`src/rtl/sbq_pkg.sv`:
```
// Package for the stereo biquad filter core: widths, register indexes and
// the control types shared by the top level and the multiply-accumulate unit.
// Depends on nothing.
package sbq_pkg;

    // Field and storage widths.
    localparam int CHANNELS     = 2;
    localparam int CH_BITS      = 1;
    localparam int SAMPLE_BITS  = 24;
    localparam int COEF_BITS    = 18;
    localparam int COEF_FRAC    = COEF_BITS - 3;
    localparam int DELAY_BITS   = 32;
    localparam int PROD_BITS    = COEF_BITS + DELAY_BITS;
    localparam int ACC_BITS     = PROD_BITS + 3;
    localparam int NUM_REGS     = 5;
    localparam int REG_IDX_BITS = 3;

    // Coefficient register indexes.
    localparam logic [REG_IDX_BITS-1:0] REG_A1 = 3'd0;
    localparam logic [REG_IDX_BITS-1:0] REG_A2 = 3'd1;
    localparam logic [REG_IDX_BITS-1:0] REG_B0 = 3'd2;
    localparam logic [REG_IDX_BITS-1:0] REG_B1 = 3'd3;
    localparam logic [REG_IDX_BITS-1:0] REG_B2 = 3'd4;

    // Reset value of b0 is 1.0 in Q2.15.
    localparam logic [COEF_BITS-1:0] COEF_ONE = COEF_BITS'(1) << COEF_FRAC;

    // Accumulator operations of the shared unit.
    typedef enum logic [2:0] {
        ACC_HOLD,
        ACC_LOAD_X,
        ACC_LOAD_P,
        ACC_ADD,
        ACC_SUB
    } t_acc_op;

    // Control word from the sequencer to the shared unit.
    typedef struct packed {
        logic    mul_en;
        t_acc_op op;
    } t_mac_ctl;

endpackage

```
`src/rtl/sbq_if.sv`:
```
// Valid/ready channel interfaces for the stereo biquad filter core:
// sample input, sample output and coefficient writes. Depends on sbq_pkg.

// Sample input channel.
interface sbq_in_if;
    import sbq_pkg::*;
    logic                          valid;
    logic                          ready;
    logic signed [SAMPLE_BITS-1:0] sample_in;
    logic        [CH_BITS-1:0]     channel;

    modport source (output valid, output sample_in, output channel, input ready);
    modport sink   (input valid, input sample_in, input channel, output ready);
endinterface

// Filtered sample output channel.
interface sbq_out_if;
    import sbq_pkg::*;
    logic                          valid;
    logic                          ready;
    logic signed [SAMPLE_BITS-1:0] sample_out;
    logic        [CH_BITS-1:0]     channel_out;

    modport source (output valid, output sample_out, output channel_out, input ready);
    modport sink   (input valid, input sample_out, input channel_out, output ready);
endinterface

// Coefficient write channel.
interface sbq_cfg_if;
    import sbq_pkg::*;
    logic                    valid;
    logic                    ready;
    logic [REG_IDX_BITS-1:0] index;
    logic [COEF_BITS-1:0]    data;

    modport source (output valid, output index, output data, input ready);
    modport sink   (input valid, input index, input data, output ready);
endinterface

```
`src/rtl/sbq_mac.sv`:
```
// Shared multiply-accumulate unit of the stereo biquad filter core: one
// registered 18x32 signed multiplier feeding a 53-bit accumulator.
// Depends on sbq_pkg.
module sbq_mac (
    input  logic                                  i_clk,
    input  sbq_pkg::t_mac_ctl                     i_ctl,
    input  logic signed [sbq_pkg::COEF_BITS-1:0]  i_coef,
    input  logic signed [sbq_pkg::DELAY_BITS-1:0] i_opnd,
    input  logic signed [sbq_pkg::SAMPLE_BITS-1:0] i_sample,
    output logic signed [sbq_pkg::ACC_BITS-1:0]   o_acc
);
    import sbq_pkg::*;

    logic signed [PROD_BITS-1:0] r_prod;
    logic signed [ACC_BITS-1:0]  r_acc;
    logic signed [ACC_BITS-1:0]  n_acc;
    logic signed [ACC_BITS-1:0]  prod_ext;
    logic signed [ACC_BITS-1:0]  x_ext;

    // Product and input sample brought to the accumulator scale.
    assign prod_ext = {{(ACC_BITS-PROD_BITS){r_prod[PROD_BITS-1]}}, r_prod};
    assign x_ext    = {{(ACC_BITS-SAMPLE_BITS-COEF_FRAC){i_sample[SAMPLE_BITS-1]}},
                       i_sample, {COEF_FRAC{1'b0}}};

    // Accumulator update selected by the sequencer.
    always_comb begin
        case (i_ctl.op)
            ACC_HOLD:   n_acc = r_acc;
            ACC_LOAD_X: n_acc = x_ext;
            ACC_LOAD_P: n_acc = prod_ext;
            ACC_ADD:    n_acc = r_acc + prod_ext;
            ACC_SUB:    n_acc = r_acc - prod_ext;
            default:    n_acc = r_acc;
        endcase
    end

    // The product is registered before it reaches the adder.
    always_ff @(posedge i_clk) begin
        if (i_ctl.mul_en) begin
            r_prod <= i_coef * i_opnd;
        end
        r_acc <= n_acc;
    end

    assign o_acc = r_acc;

endmodule

```
`src/rtl/stereo_biquad_iir_filter_core.sv`:
```
// Top level of the stereo biquad filter core: coefficient registers, delay
// words, sequencer and output register. Depends on sbq_pkg, sbq_if, sbq_mac.

// Direct form II biquad for interleaved channels. Each accepted sample takes
// the transfer cycle, then seven steps in which the single shared
// 18x32 multiplier and accumulator compute the five products in turn (the
// multiplier result is registered, so each product is accumulated in the cycle after
// it is issued, and the b0 product waits for the rounded w0). The input is
// ready again once the result is loaded into the output register; a result that
// is not taken holds the last step until the register frees. Coefficients are
// written at any time through the write channel, which is always ready, but
// should change only while no sample is in flight. There is no clearing pass.
module stereo_biquad_iir_filter_core (
    input  logic i_clk,
    input  logic i_rst_n,
    sbq_cfg_if.sink   i_cfg,
    sbq_in_if.sink    i_smp,
    sbq_out_if.source o_smp
);
    import sbq_pkg::*;

    localparam logic [2:0] STEP_LAST = 3'd6;

    typedef enum logic {
        S_IDLE,
        S_RUN
    } t_state;

    t_state                          r_state;
    logic [2:0]                      r_step;
    logic [COEF_BITS-1:0]            r_coef [NUM_REGS];
    logic [CHANNELS-1:0][DELAY_BITS-1:0] r_w1;
    logic [CHANNELS-1:0][DELAY_BITS-1:0] r_w2;
    logic signed [SAMPLE_BITS-1:0]   r_x;
    logic [CH_BITS-1:0]              r_ch;
    logic                            r_ch_ok;
    logic signed [DELAY_BITS-1:0]    r_cur_w1;
    logic signed [DELAY_BITS-1:0]    r_cur_w2;
    logic signed [DELAY_BITS-1:0]    r_w0;
    logic                            r_out_valid;
    logic signed [SAMPLE_BITS-1:0]   r_out_sample;
    logic [CH_BITS-1:0]              r_out_ch;

    t_mac_ctl                        mac_ctl;
    logic signed [COEF_BITS-1:0]     mul_coef;
    logic signed [DELAY_BITS-1:0]    mul_opnd;
    logic signed [ACC_BITS-1:0]      acc;
    logic signed [ACC_BITS-1:0]      acc_rnd;
    logic signed [DELAY_BITS-1:0]    w0_sat;
    logic signed [SAMPLE_BITS-1:0]   y_sat;
    logic                            in_xfer;
    logic                            last_go;

    assign i_cfg.ready = 1'b1;

    // Input is taken only between samples.
    assign i_smp.ready = (r_state == S_IDLE);
    assign in_xfer     = i_smp.valid && i_smp.ready;

    // The last step finishes only when the output register is free.
    assign last_go = (r_state == S_RUN) && (r_step == STEP_LAST)
                     && (!r_out_valid || o_smp.ready);

    // Coefficient registers.
    always_ff @(posedge i_clk) begin
        if (!i_rst_n) begin
            r_coef[REG_A1] <= '0;
            r_coef[REG_A2] <= '0;
            r_coef[REG_B0] <= COEF_ONE;
            r_coef[REG_B1] <= '0;
            r_coef[REG_B2] <= '0;
        end else if (i_cfg.valid && i_cfg.ready && (32'(i_cfg.index) < NUM_REGS)) begin
            r_coef[i_cfg.index] <= i_cfg.data;
        end
    end

    // Per-step operand selection and accumulator operation. The held sample
    // is loaded in the first step, once it sits in its register.
    always_comb begin
        mac_ctl.mul_en = 1'b0;
        mac_ctl.op     = ACC_HOLD;
        mul_coef       = $signed(r_coef[REG_A1]);
        mul_opnd       = r_cur_w1;
        if (r_state == S_RUN) begin
            case (r_step)
                3'd0: begin
                    mac_ctl.mul_en = 1'b1;
                    mac_ctl.op     = ACC_LOAD_X;
                    mul_coef       = $signed(r_coef[REG_A1]);
                    mul_opnd       = r_cur_w1;
                end
                3'd1: begin
                    mac_ctl.mul_en = 1'b1;
                    mac_ctl.op     = ACC_SUB;
                    mul_coef       = $signed(r_coef[REG_A2]);
                    mul_opnd       = r_cur_w2;
                end
                3'd2: begin
                    mac_ctl.mul_en = 1'b1;
                    mac_ctl.op     = ACC_SUB;
                    mul_coef       = $signed(r_coef[REG_B1]);
                    mul_opnd       = r_cur_w1;
                end
                3'd3: begin
                    mac_ctl.mul_en = 1'b1;
                    mac_ctl.op     = ACC_LOAD_P;
                    mul_coef       = $signed(r_coef[REG_B2]);
                    mul_opnd       = r_cur_w2;
                end
                3'd4: begin
                    mac_ctl.mul_en = 1'b1;
                    mac_ctl.op     = ACC_ADD;
                    mul_coef       = $signed(r_coef[REG_B0]);
                    mul_opnd       = r_w0;
                end
                3'd5: begin
                    mac_ctl.op = ACC_ADD;
                end
                default: begin
                    mac_ctl.op = ACC_HOLD;
                end
            endcase
        end
    end

    sbq_mac u_mac (
        .i_clk    (i_clk),
        .i_ctl    (mac_ctl),
        .i_coef   (mul_coef),
        .i_opnd   (mul_opnd),
        .i_sample (r_x),
        .o_acc    (acc)
    );

    // Round half up back to the sample scale, then saturate to each range.
    assign acc_rnd = (acc + (ACC_BITS'(1) <<< (COEF_FRAC - 1))) >>> COEF_FRAC;

    always_comb begin
        if ((&acc_rnd[ACC_BITS-1:DELAY_BITS-1]) || !(|acc_rnd[ACC_BITS-1:DELAY_BITS-1])) begin
            w0_sat = acc_rnd[DELAY_BITS-1:0];
        end else begin
            w0_sat = {acc_rnd[ACC_BITS-1], {(DELAY_BITS-1){~acc_rnd[ACC_BITS-1]}}};
        end
        if ((&acc_rnd[ACC_BITS-1:SAMPLE_BITS-1]) || !(|acc_rnd[ACC_BITS-1:SAMPLE_BITS-1])) begin
            y_sat = acc_rnd[SAMPLE_BITS-1:0];
        end else begin
            y_sat = {acc_rnd[ACC_BITS-1], {(SAMPLE_BITS-1){~acc_rnd[ACC_BITS-1]}}};
        end
    end

    // Sequencer, delay words and output register.
    always_ff @(posedge i_clk) begin
        if (!i_rst_n) begin
            r_state     <= S_IDLE;
            r_step      <= '0;
            r_w1        <= '0;
            r_w2        <= '0;
            r_out_valid <= 1'b0;
        end else begin
            if (last_go) begin
                r_out_valid <= 1'b1;
            end else if (o_smp.valid && o_smp.ready) begin
                r_out_valid <= 1'b0;
            end
            case (r_state)
                S_IDLE: begin
                    if (in_xfer) begin
                        r_state  <= S_RUN;
                        r_step   <= '0;
                        r_x      <= i_smp.sample_in;
                        r_ch     <= i_smp.channel;
                        r_ch_ok  <= (32'(i_smp.channel) < CHANNELS);
                        r_cur_w1 <= $signed(r_w1[i_smp.channel]);
                        r_cur_w2 <= $signed(r_w2[i_smp.channel]);
                    end
                end
                S_RUN: begin
                    if (r_step == 3'd3) begin
                        r_w0 <= w0_sat;
                    end
                    if (r_step != STEP_LAST) begin
                        r_step <= r_step + 3'd1;
                    end else if (last_go) begin
                        r_state      <= S_IDLE;
                        r_out_ch     <= r_ch;
                        r_out_sample <= r_ch_ok ? y_sat : '0;
                        if (r_ch_ok) begin
                            r_w2[r_ch] <= r_cur_w1;
                            r_w1[r_ch] <= r_w0;
                        end
                    end
                end
                default: begin
                    r_state <= S_IDLE;
                end
            endcase
        end
    end

    assign o_smp.valid       = r_out_valid;
    assign o_smp.sample_out  = r_out_sample;
    assign o_smp.channel_out = r_out_ch;

`ifndef SYNTHESIS
    // A sample transfer is followed by a busy period in which the input is not ready.
    a_busy_after_xfer: assert property (@(posedge i_clk) disable iff (!i_rst_n)
        (i_smp.valid && i_smp.ready) |=> !i_smp.ready)
        else $error("input ready right after a sample transfer");

    // Delay words change only when a sample completes.
    a_delay_hold: assert property (@(posedge i_clk) disable iff (!i_rst_n)
        !last_go |=> ($stable(r_w1) && $stable(r_w2)))
        else $error("delay words changed outside the final step");

    // The step counter never runs past the final step.
    a_step_range: assert property (@(posedge i_clk) disable iff (!i_rst_n)
        (r_state == S_RUN) |-> (r_step <= STEP_LAST))
        else $error("step counter out of range");

    // A completed sample always lands in the output register.
    a_result_loaded: assert property (@(posedge i_clk) disable iff (!i_rst_n)
        last_go |=> o_smp.valid)
        else $error("completed sample not presented at the output");
`endif

endmodule
```
`src/flat_wrapper.sv`:
```
// flat-port wrapper written by rule: the top's interface ports become plain ports
module stereo_biquad_iir_filter_core_flat import sbq_pkg::*;
  (i_clk, i_rst_n, i_cfg_valid, i_cfg_index, i_cfg_data, i_cfg_ready, i_smp_valid, i_smp_sample_in, i_smp_channel, i_smp_ready, o_smp_valid, o_smp_sample_out, o_smp_channel_out, o_smp_ready);
  sbq_cfg_if i_cfg_i ();
  sbq_in_if i_smp_i ();
  sbq_out_if o_smp_i ();
  input  logic i_clk;
  input  logic i_rst_n;
  input wire logic [$bits(i_cfg_i.valid)-1:0] i_cfg_valid;
  input wire logic [$bits(i_cfg_i.index)-1:0] i_cfg_index;
  input wire logic [$bits(i_cfg_i.data)-1:0] i_cfg_data;
  output wire logic [$bits(i_cfg_i.ready)-1:0] i_cfg_ready;
  input wire logic [$bits(i_smp_i.valid)-1:0] i_smp_valid;
  input wire logic [$bits(i_smp_i.sample_in)-1:0] i_smp_sample_in;
  input wire logic [$bits(i_smp_i.channel)-1:0] i_smp_channel;
  output wire logic [$bits(i_smp_i.ready)-1:0] i_smp_ready;
  output wire logic [$bits(o_smp_i.valid)-1:0] o_smp_valid;
  output wire logic [$bits(o_smp_i.sample_out)-1:0] o_smp_sample_out;
  output wire logic [$bits(o_smp_i.channel_out)-1:0] o_smp_channel_out;
  input wire logic [$bits(o_smp_i.ready)-1:0] o_smp_ready;
  assign i_cfg_i.valid = i_cfg_valid;
  assign i_cfg_i.index = i_cfg_index;
  assign i_cfg_i.data = i_cfg_data;
  assign i_cfg_ready = i_cfg_i.ready;
  assign i_smp_i.valid = i_smp_valid;
  assign i_smp_i.sample_in = i_smp_sample_in;
  assign i_smp_i.channel = i_smp_channel;
  assign i_smp_ready = i_smp_i.ready;
  assign o_smp_valid = o_smp_i.valid;
  assign o_smp_sample_out = o_smp_i.sample_out;
  assign o_smp_channel_out = o_smp_i.channel_out;
  assign o_smp_i.ready = o_smp_ready;
  stereo_biquad_iir_filter_core u_core (.i_clk(i_clk), .i_rst_n(i_rst_n), .i_cfg(i_cfg_i), .i_smp(i_smp_i), .o_smp(o_smp_i));
endmodule
```
`config.mk`:
```
export PLATFORM = sky130hd
export DESIGN_NAME = stereo_biquad_iir_filter_core_flat
export DESIGN_NICKNAME = d
export VERILOG_FILES = /design/src/rtl/sbq_pkg.sv /design/src/rtl/sbq_if.sv /design/src/rtl/sbq_mac.sv /design/src/rtl/stereo_biquad_iir_filter_core.sv /design/src/flat_wrapper.sv
export SDC_FILE = /design/constraint.sdc
export NUM_CORES = 2
export LEC_CHECK = 0
export BUFFER_PORTS_ARGS = -buffer_cell sky130_fd_sc_hd__buf_2
export CORE_ASPECT_RATIO = 0.6
export CORE_MARGIN = 2
export CORE_UTILIZATION = 26
export DETAILED_ROUTE_END_ITERATION = 6
export PLACE_DENSITY = 0.52
export SYNTH_ARGS = -nofsm -noshare
export SYNTH_HDL_FRONTEND = slang
export SYNTH_SLANG_ARGS = --single-unit
export TNS_END_PERCENT = 30
```
`constraint.sdc`:
```
create_clock -name i_clk -period 13.95 [get_ports i_clk]
set_input_delay 2.0925 -clock i_clk [delete_from_list [all_inputs] [get_ports i_clk]]
set_output_delay 2.0925 -clock i_clk [all_outputs]
set_load 0.005 [all_outputs]
```
-- After elaboration in Yosys (flattened, before gate mapping)
Memories as Yosys holds them, arrays and structs flattened.
Cells that the tools add are included.
- reduce and logical (&&, ||, !) cells: 29
- muxes and demuxes: 34
- multiply operators: 1
- eq/ne operators: 13
- bitwise operators: 3
- add/subtract/negate cells: 4
- $lt $le $gt $ge: 4
- operators with widths (operator ; number):
    $mux 32 ; 7
    $pmux 53 s4 ; 1
    $bwmux 64 ; 2
    $pmux 18 s4 ; 1
    $pmux 32 s2 ; 1
    $add 53x16->53 const B ; 1
    $add 53x50->53 ; 1
    $sub 53x50->53 ; 1
    $mul 18x32->50 ; 1
    $mux 18 ; 2
    $demux 32 s1 ; 1
    $mux 24 ; 1
    $reduce_or 18->1 ; 1
    $reduce_and 15->1 ; 1
    $reduce_or 15->1 ; 1
    $eq 3x2->1 const B ; 4
    $eq 3x3->1 const B ; 4
    $pmux 3 s4 ; 1
    $mux 1 ; 11
    $mux 3 ; 3
    $reduce_and 3->1 ; 3
    $reduce_and 7->1 ; 1
    $reduce_or 7->1 ; 1
    $eq 3x1->1 const B ; 2
    20 further kinds ; 35
- memories kept: 1
- output and inout port bits: 28
- bits of input ports: 51
- register bits: 382
- bits in writable memories: 90
- logic and storage cells: 105
- memory list (name ; words ; width ; rd ports ; clocked after Yosys merged registers in ; wr ports ; line ; text):
    u_core.r_coef ; 5 ; 18 ; 5 ; 0 ; 5 ; stereo_biquad_iir_filter_core.sv:31 ; logic [COEF_BITS-1:0] r_coef [NUM_REGS];

-- Longest topological paths before layout
- depth after elaboration: 7
- mapped depth: 34
- depth with buffers taken out: 30

-- Hierarchy
From an unflattened synthesis, not the netlist that was laid out.
- cell total of the unflattened synthesis: 4559
- area, all modules: 43887.1 um^2
- by module, submodules not included (module ; area an instance (um^2) ; cells an instance ; instances ; sequential area each (um^2)):
    sbq_mac ; 27393.8 ; 3022 ; 1 ; 3093.0
    stereo_biquad_iir_filter_core ; 16493.3 ; 1537 ; 1 ; 9749.4

-- Least setup slack after synthesis
No wires, ideal clock.
- path kind: reg2reg
- start point: reg u_core.r_step[0]
- end point: reg u_core.u_mac.r_prod[46], data pin
- period minus slack after synthesis: 8440 ps
- cell stages (with the launch flop): 32
- required time: 13688 ps
- setup time: 262 ps
- arrival time: 8179 ps
- slack: 5510 ps
- cell sequence: dfxtp_1 > inv_1 > ha_1 > and2_1 > clkbuf_1 > o21ai_1 > clkbuf_1 > mux2i_1 > clkbuf_1 > nor2_1 > fa_1 > fa_1 > fa_1 > inv_1 > fa_1 > inv_1 > fa_1 > inv_1 > fa_1 > inv_1 > ha_1 > clkbuf_1 > a21o_1 > a21o_1 > a21oi_1 > nor3_1 > o41a_1 > a21o_1 > or4b_1 > a31oi_1 > o21ai_1 > xor2_1
- longest elaborated chain between the ends: 5
- elaborated cells between the ends (all ways): 10
- classes of those cells: 1 x mul; 4 x eq/ne; 4 x mux; 1 x reduce/logical
- RTL lines (item ; line ; text):
    start, declared ; stereo_biquad_iir_filter_core.sv:30 ; logic [2:0] r_step;
    start signal, assigned ; stereo_biquad_iir_filter_core.sv:182 ; r_step <= r_step + 3'd1;
    $eq 3x1->1 or $eq 3x2->1 (tied branches) ; stereo_biquad_iir_filter_core.sv:85 ; case (r_step)
    $reduce_or 2->1 (no line) ; n/a ;
    $pmux 32 s2 ; stereo_biquad_iir_filter_core.sv:85 ;
    $mux 32 ; stereo_biquad_iir_filter_core.sv:84 ; if (r_state == S_RUN) begin
    $mul 18x32->50 (*) ; sbq_mac.sv:40 ; r_prod <= i_coef * i_opnd;
    end signal, assigned ; sbq_mac.sv:40 ;
    end, declared ; sbq_mac.sv:14 ; logic signed [PROD_BITS-1:0] r_prod;
Mark *: on every way between the ends. The rest lies on a longest branch, timed or not.
A chain may end at the register's enable or synchronous reset.

-- Worst setup path after layout
- start point: reg u_core.r_step[0]
- end point: reg u_core.u_mac.r_prod[42], data pin
Same word-level chain as after synthesis.

==> impl_metrics.py <==
metrics = {
    "routing": {
        "wl_per_cell_um": 21.84,
        "drtAntennaViolNets": 0,
        "wl_mm": 147.3,
        "vias": 32720,
        "post-route-drc-count": 2,
        "vias_per_cell": 4.850,
        "drt_pass1_iterations": 7,
        "first_iter_violations": 3440,
    },
    "global_routing": {
        "grt_usage_pct": 17.16,
        "antenna_found_initial": 5,
        "grt_pass1_wl_mm": 217.7,
        "gr-total-overflow": 0,
        "grt_pass1_vias": 31960,
        "grt_max_degree": 72,
    },
    "floorplan": {
        "num_rows": 116,
        "coreArea_mm2": 0.1662,
        "die_w_um": 531.3,
        "die_area_mm2": 0.1702,
        "initial_core_util_pct": 26.10,
        "die_h_um": 320.4,
        "io_pins": 79,
    },
    "yosys": {
        "synth.yosys.seq_area_share_pct": 29.61,
        "synth_area_leaders": "fa_1 26%, edfxtp_1 23%, dfxtp_1 6.1%, nand2_1 6.0%, inv_1 5.7%",
        "syn_nets": 5251,
        "syn_area_mm2": 0.04338,
        "synth_top_cell_by_area": "fa_1",
        "synth_flop_cell": "edfxtp_1",
        "yosys_warnings": 0,
        "syn_inst": 4466,
        "async_flop_share_pct": 0,
        "synth_edf_count": 339,
        "yosys_register_bits": 472,
        "yosysTopAreaCellShare_pct": 25.57,
        "yosysUniqueCellTypes": 79,
        "postSynthAreaPerCell_um2": 9.712,
    },
    "clocking": {
        "cts_tree": "built",
        "ctsHtreeMaxLevel": 2,
        "cts_buffer_depth": 3,
        "post_cts_resize_count": 0,
        "cts_setup_buffers": 0,
        "cts.sinks": 472,
        "clockRootBuffer": "clkbuf_16",
        "cts_made_buffers": 44,
        "hold_buffers": 0,
        "clk_latency_ns": 0.65,
        "clkTransAtPathRegs_ns": 0.07,
    },
    "sta": {
        "hold_violations": 0,
        "drv_slew": 0,
        "fmax_ghz": 0.1004,
        "finClkSkew_ns": 0.04016,
        "rsz0062_at_grt": "false",
        "fin_setup_tns_ns": 0,
        "fin_crit_sh_pct": 71.40,
        "tightestPinTransition_ns": 1.469,
        "relSlewSlack_pct": 2.084,
        "setup_viol": 0,
        "min_period_ns": 9.960,
    },
    "placement": {
        "place_congestion": 0.9472,
        "hpwl_mm": 113.9,
        "io_buffers": 77,
    },
    "worst_setup_path": {
        "cp_num_buf_inv": 8,
        "slowest_stage": "o21ai_4",
        "crit_path_max_fanout": 32,
        "worstPathRequired_ns": 14.35,
        "crit_arrival_ns": 10.36,
        "cp-end-kind": "flip-flop",
        "cp-start-kind": "flip-flop",
        "crit_family": "compound AO/OA/AOI/OAI gates",
        "worstSetupPathType": "reg -> reg",
        "rrSetupSlack_ns": 3.99,
        "max_stage_delay_ns": 0.70,
    },
    "finish": {
        "antenna_cells": 0,
        "area_delta_synth_final_pct": 10.85,
        "fin_nets": 5252,
        "n_fill_cell": 17440,
        "drive_above_1_share_pct": 8.195,
    },
    "job": {
        "cap_violations": 0,
    },
    "run_status": {
        "violations": "design-rule violations",
        "outcome": "complete, but fails checks",
    },
    "worst_hold_path": {
        "holdCritPathClass": "reg -> reg",
    },
}
-- state kept, by name (all words and copies together), names as in the netlist, 24 cells and up --
name,cells
u_core.o_smp.sample_out,24
u_core.r_coef,90
u_core.r_cur_w1,32
u_core.r_cur_w2,32
u_core.r_w0,32
u_core.r_w1,64
u_core.r_w2,64
u_core.r_x,24
u_core.u_mac.o_acc,53
u_core.u_mac.r_prod,50
-- cells in the mapped netlist (4+ instances only) --
master and number:
nor4_1 4, mux2_2 76, a41oi_1 9, buf_1 12, o21a_1 14, a22o_1 67, nor2b_1 21, nor3b_1 7
a22oi_1 80, nor3_1 24, nor2_1 328, or4_1 4, mux2i_1 71, and2_1 124, a211oi_1 14, nand2_1 688
o31ai_1 21, nand2b_1 29, dfxtp_1 133, buf_2 7, xnor2_1 97, inv_1 654, o211ai_1 12, ha_1 180
o21bai_1 10, and4_1 6, a21o_1 48, a21oi_1 120, nand3_1 42, a21boi_0 134, o21ai_0 124, o21ai_1 8
or3_1 18, or2_2 5, a31oi_1 19, clkbuf_1 193, xor2_1 80, edfxtp_1 339, and3_1 10, nand4_1 19
fa_1 554, a221oi_1 5
-- final timing paths --
check	startpoint	to	cells after the start
worst min-delay path	u_core.r_w1[46]	u_core.r_w1[46]	2
worst min register to register	u_core.r_w1[46]	u_core.r_w1[46]	2
worst max-delay path	u_core.r_step[0]	u_core.u_mac.r_prod[42]	30
worst max register to register	u_core.r_step[0]	u_core.u_mac.r_prod[42]	30
-- logic make-up after synthesis --
kind of cell / after synthesis / share of synthesized area [%]
xor gates and xnor gates: 177 / 3.574
buffers and inverters: 871 / 7.609
and+or+nand+nor: 1351 / 13.64
muxes: 147 / 3.611
adders and majority gates: 734 / 30.76
other: 1 / 0.008645
DFF: 472 / 29.61
AOI/OAI and AO/OA: 713 / 11.19
-- layout make-up --
cell class | instances | area (µm²) | share of cell area, %
repair buffers | 171 | 1094 | 2.274
multi-input cells | 3123 | 27410 | 57.00
inverters | 655 | 2459 | 5.114
flip-flops and latches | 472 | 12840 | 26.71
clock inverters | 29 | 295.3 | 0.6142
well taps | 2242 | 2805 | 5.834
clock buffers | 53 | 1176 | 2.446
-- tightest hold or removal path, delay by kind of cell, from the launching register on --
family,cells,cell delay [ns]
DFF,1,0.31
AOI/OAI and AO/OA,1,0.06
and+or+nand+nor,1,0.04
-- metal layers --
metal,global-route usage (%),vias up,wire length [µm]
met3,7.161,95,20170
li1,-,14500,-
met2,20.68,1498,52200
met1,27.64,16620,73390
met4,2.120,2,1519
met5,0,-,7
-- cell usage in the layout, fill, tap and decap left out, types with 7 or more instances in the layout --
| cell type | Yosys | routed |
|---|---|---|
| nand2_1 | 688 | 687 |
| inv_1 | 654 | 654 |
| fa_1 | 554 | 554 |
| edfxtp_1 | 339 | 339 |
| nor2_1 | 328 | 326 |
| ha_1 | 180 | 180 |
| a21boi_0 | 134 | 134 |
| dfxtp_1 | 133 | 132 |
| and2_1 | 124 | 122 |
| o21ai_0 | 124 | 119 |
| a21oi_1 | 120 | 119 |
| xnor2_1 | 97 | 96 |
| buf_4 | 2 | 95 |
| a22oi_1 | 80 | 80 |
| xor2_1 | 80 | 80 |
| mux2_2 | 76 | 76 |
| buf_2 | 7 | 76 |
| a22o_1 | 67 | 67 |
| mux2i_1 | 71 | 64 |
| a21o_1 | 48 | 48 |
| clkbuf_16 | 0 | 45 |
| nand3_1 | 42 | 42 |
| nand2b_1 | 29 | 28 |
| nor3_1 | 24 | 24 |
| o31ai_1 | 21 | 21 |
| nor2b_1 | 21 | 19 |
| nand4_1 | 19 | 19 |
| a31oi_1 | 19 | 19 |
| or3_1 | 18 | 18 |
| o21a_1 | 14 | 14 |
| a211oi_1 | 14 | 14 |
| o211ai_1 | 12 | 12 |
| o21bai_1 | 10 | 10 |
| clkinv_2 | 0 | 10 |
| a41oi_1 | 9 | 9 |
| and3_1 | 10 | 9 |
| o21ai_1 | 8 | 7 |
-- metrics by stage --
step                worst slack (ns)  area [µm²]  cells  hold WS [ns]  util [%]
floorplan                      5.510       43380   4466        0.4400         -
global placement               4.198       46610   6663        0.4475     28.05
detailed placement             4.141       46610   6663        0.4540     28.05
CTS                            4.112       48080   6745        0.4648     28.93
global route                   3.450       48080   6745        0.4795     28.93
finish                         3.990       48080   6745        0.4622     28.93
Power is not shown: default switching activity piles up to over one toggle a cycle in this logic, so the estimate is an artifact.
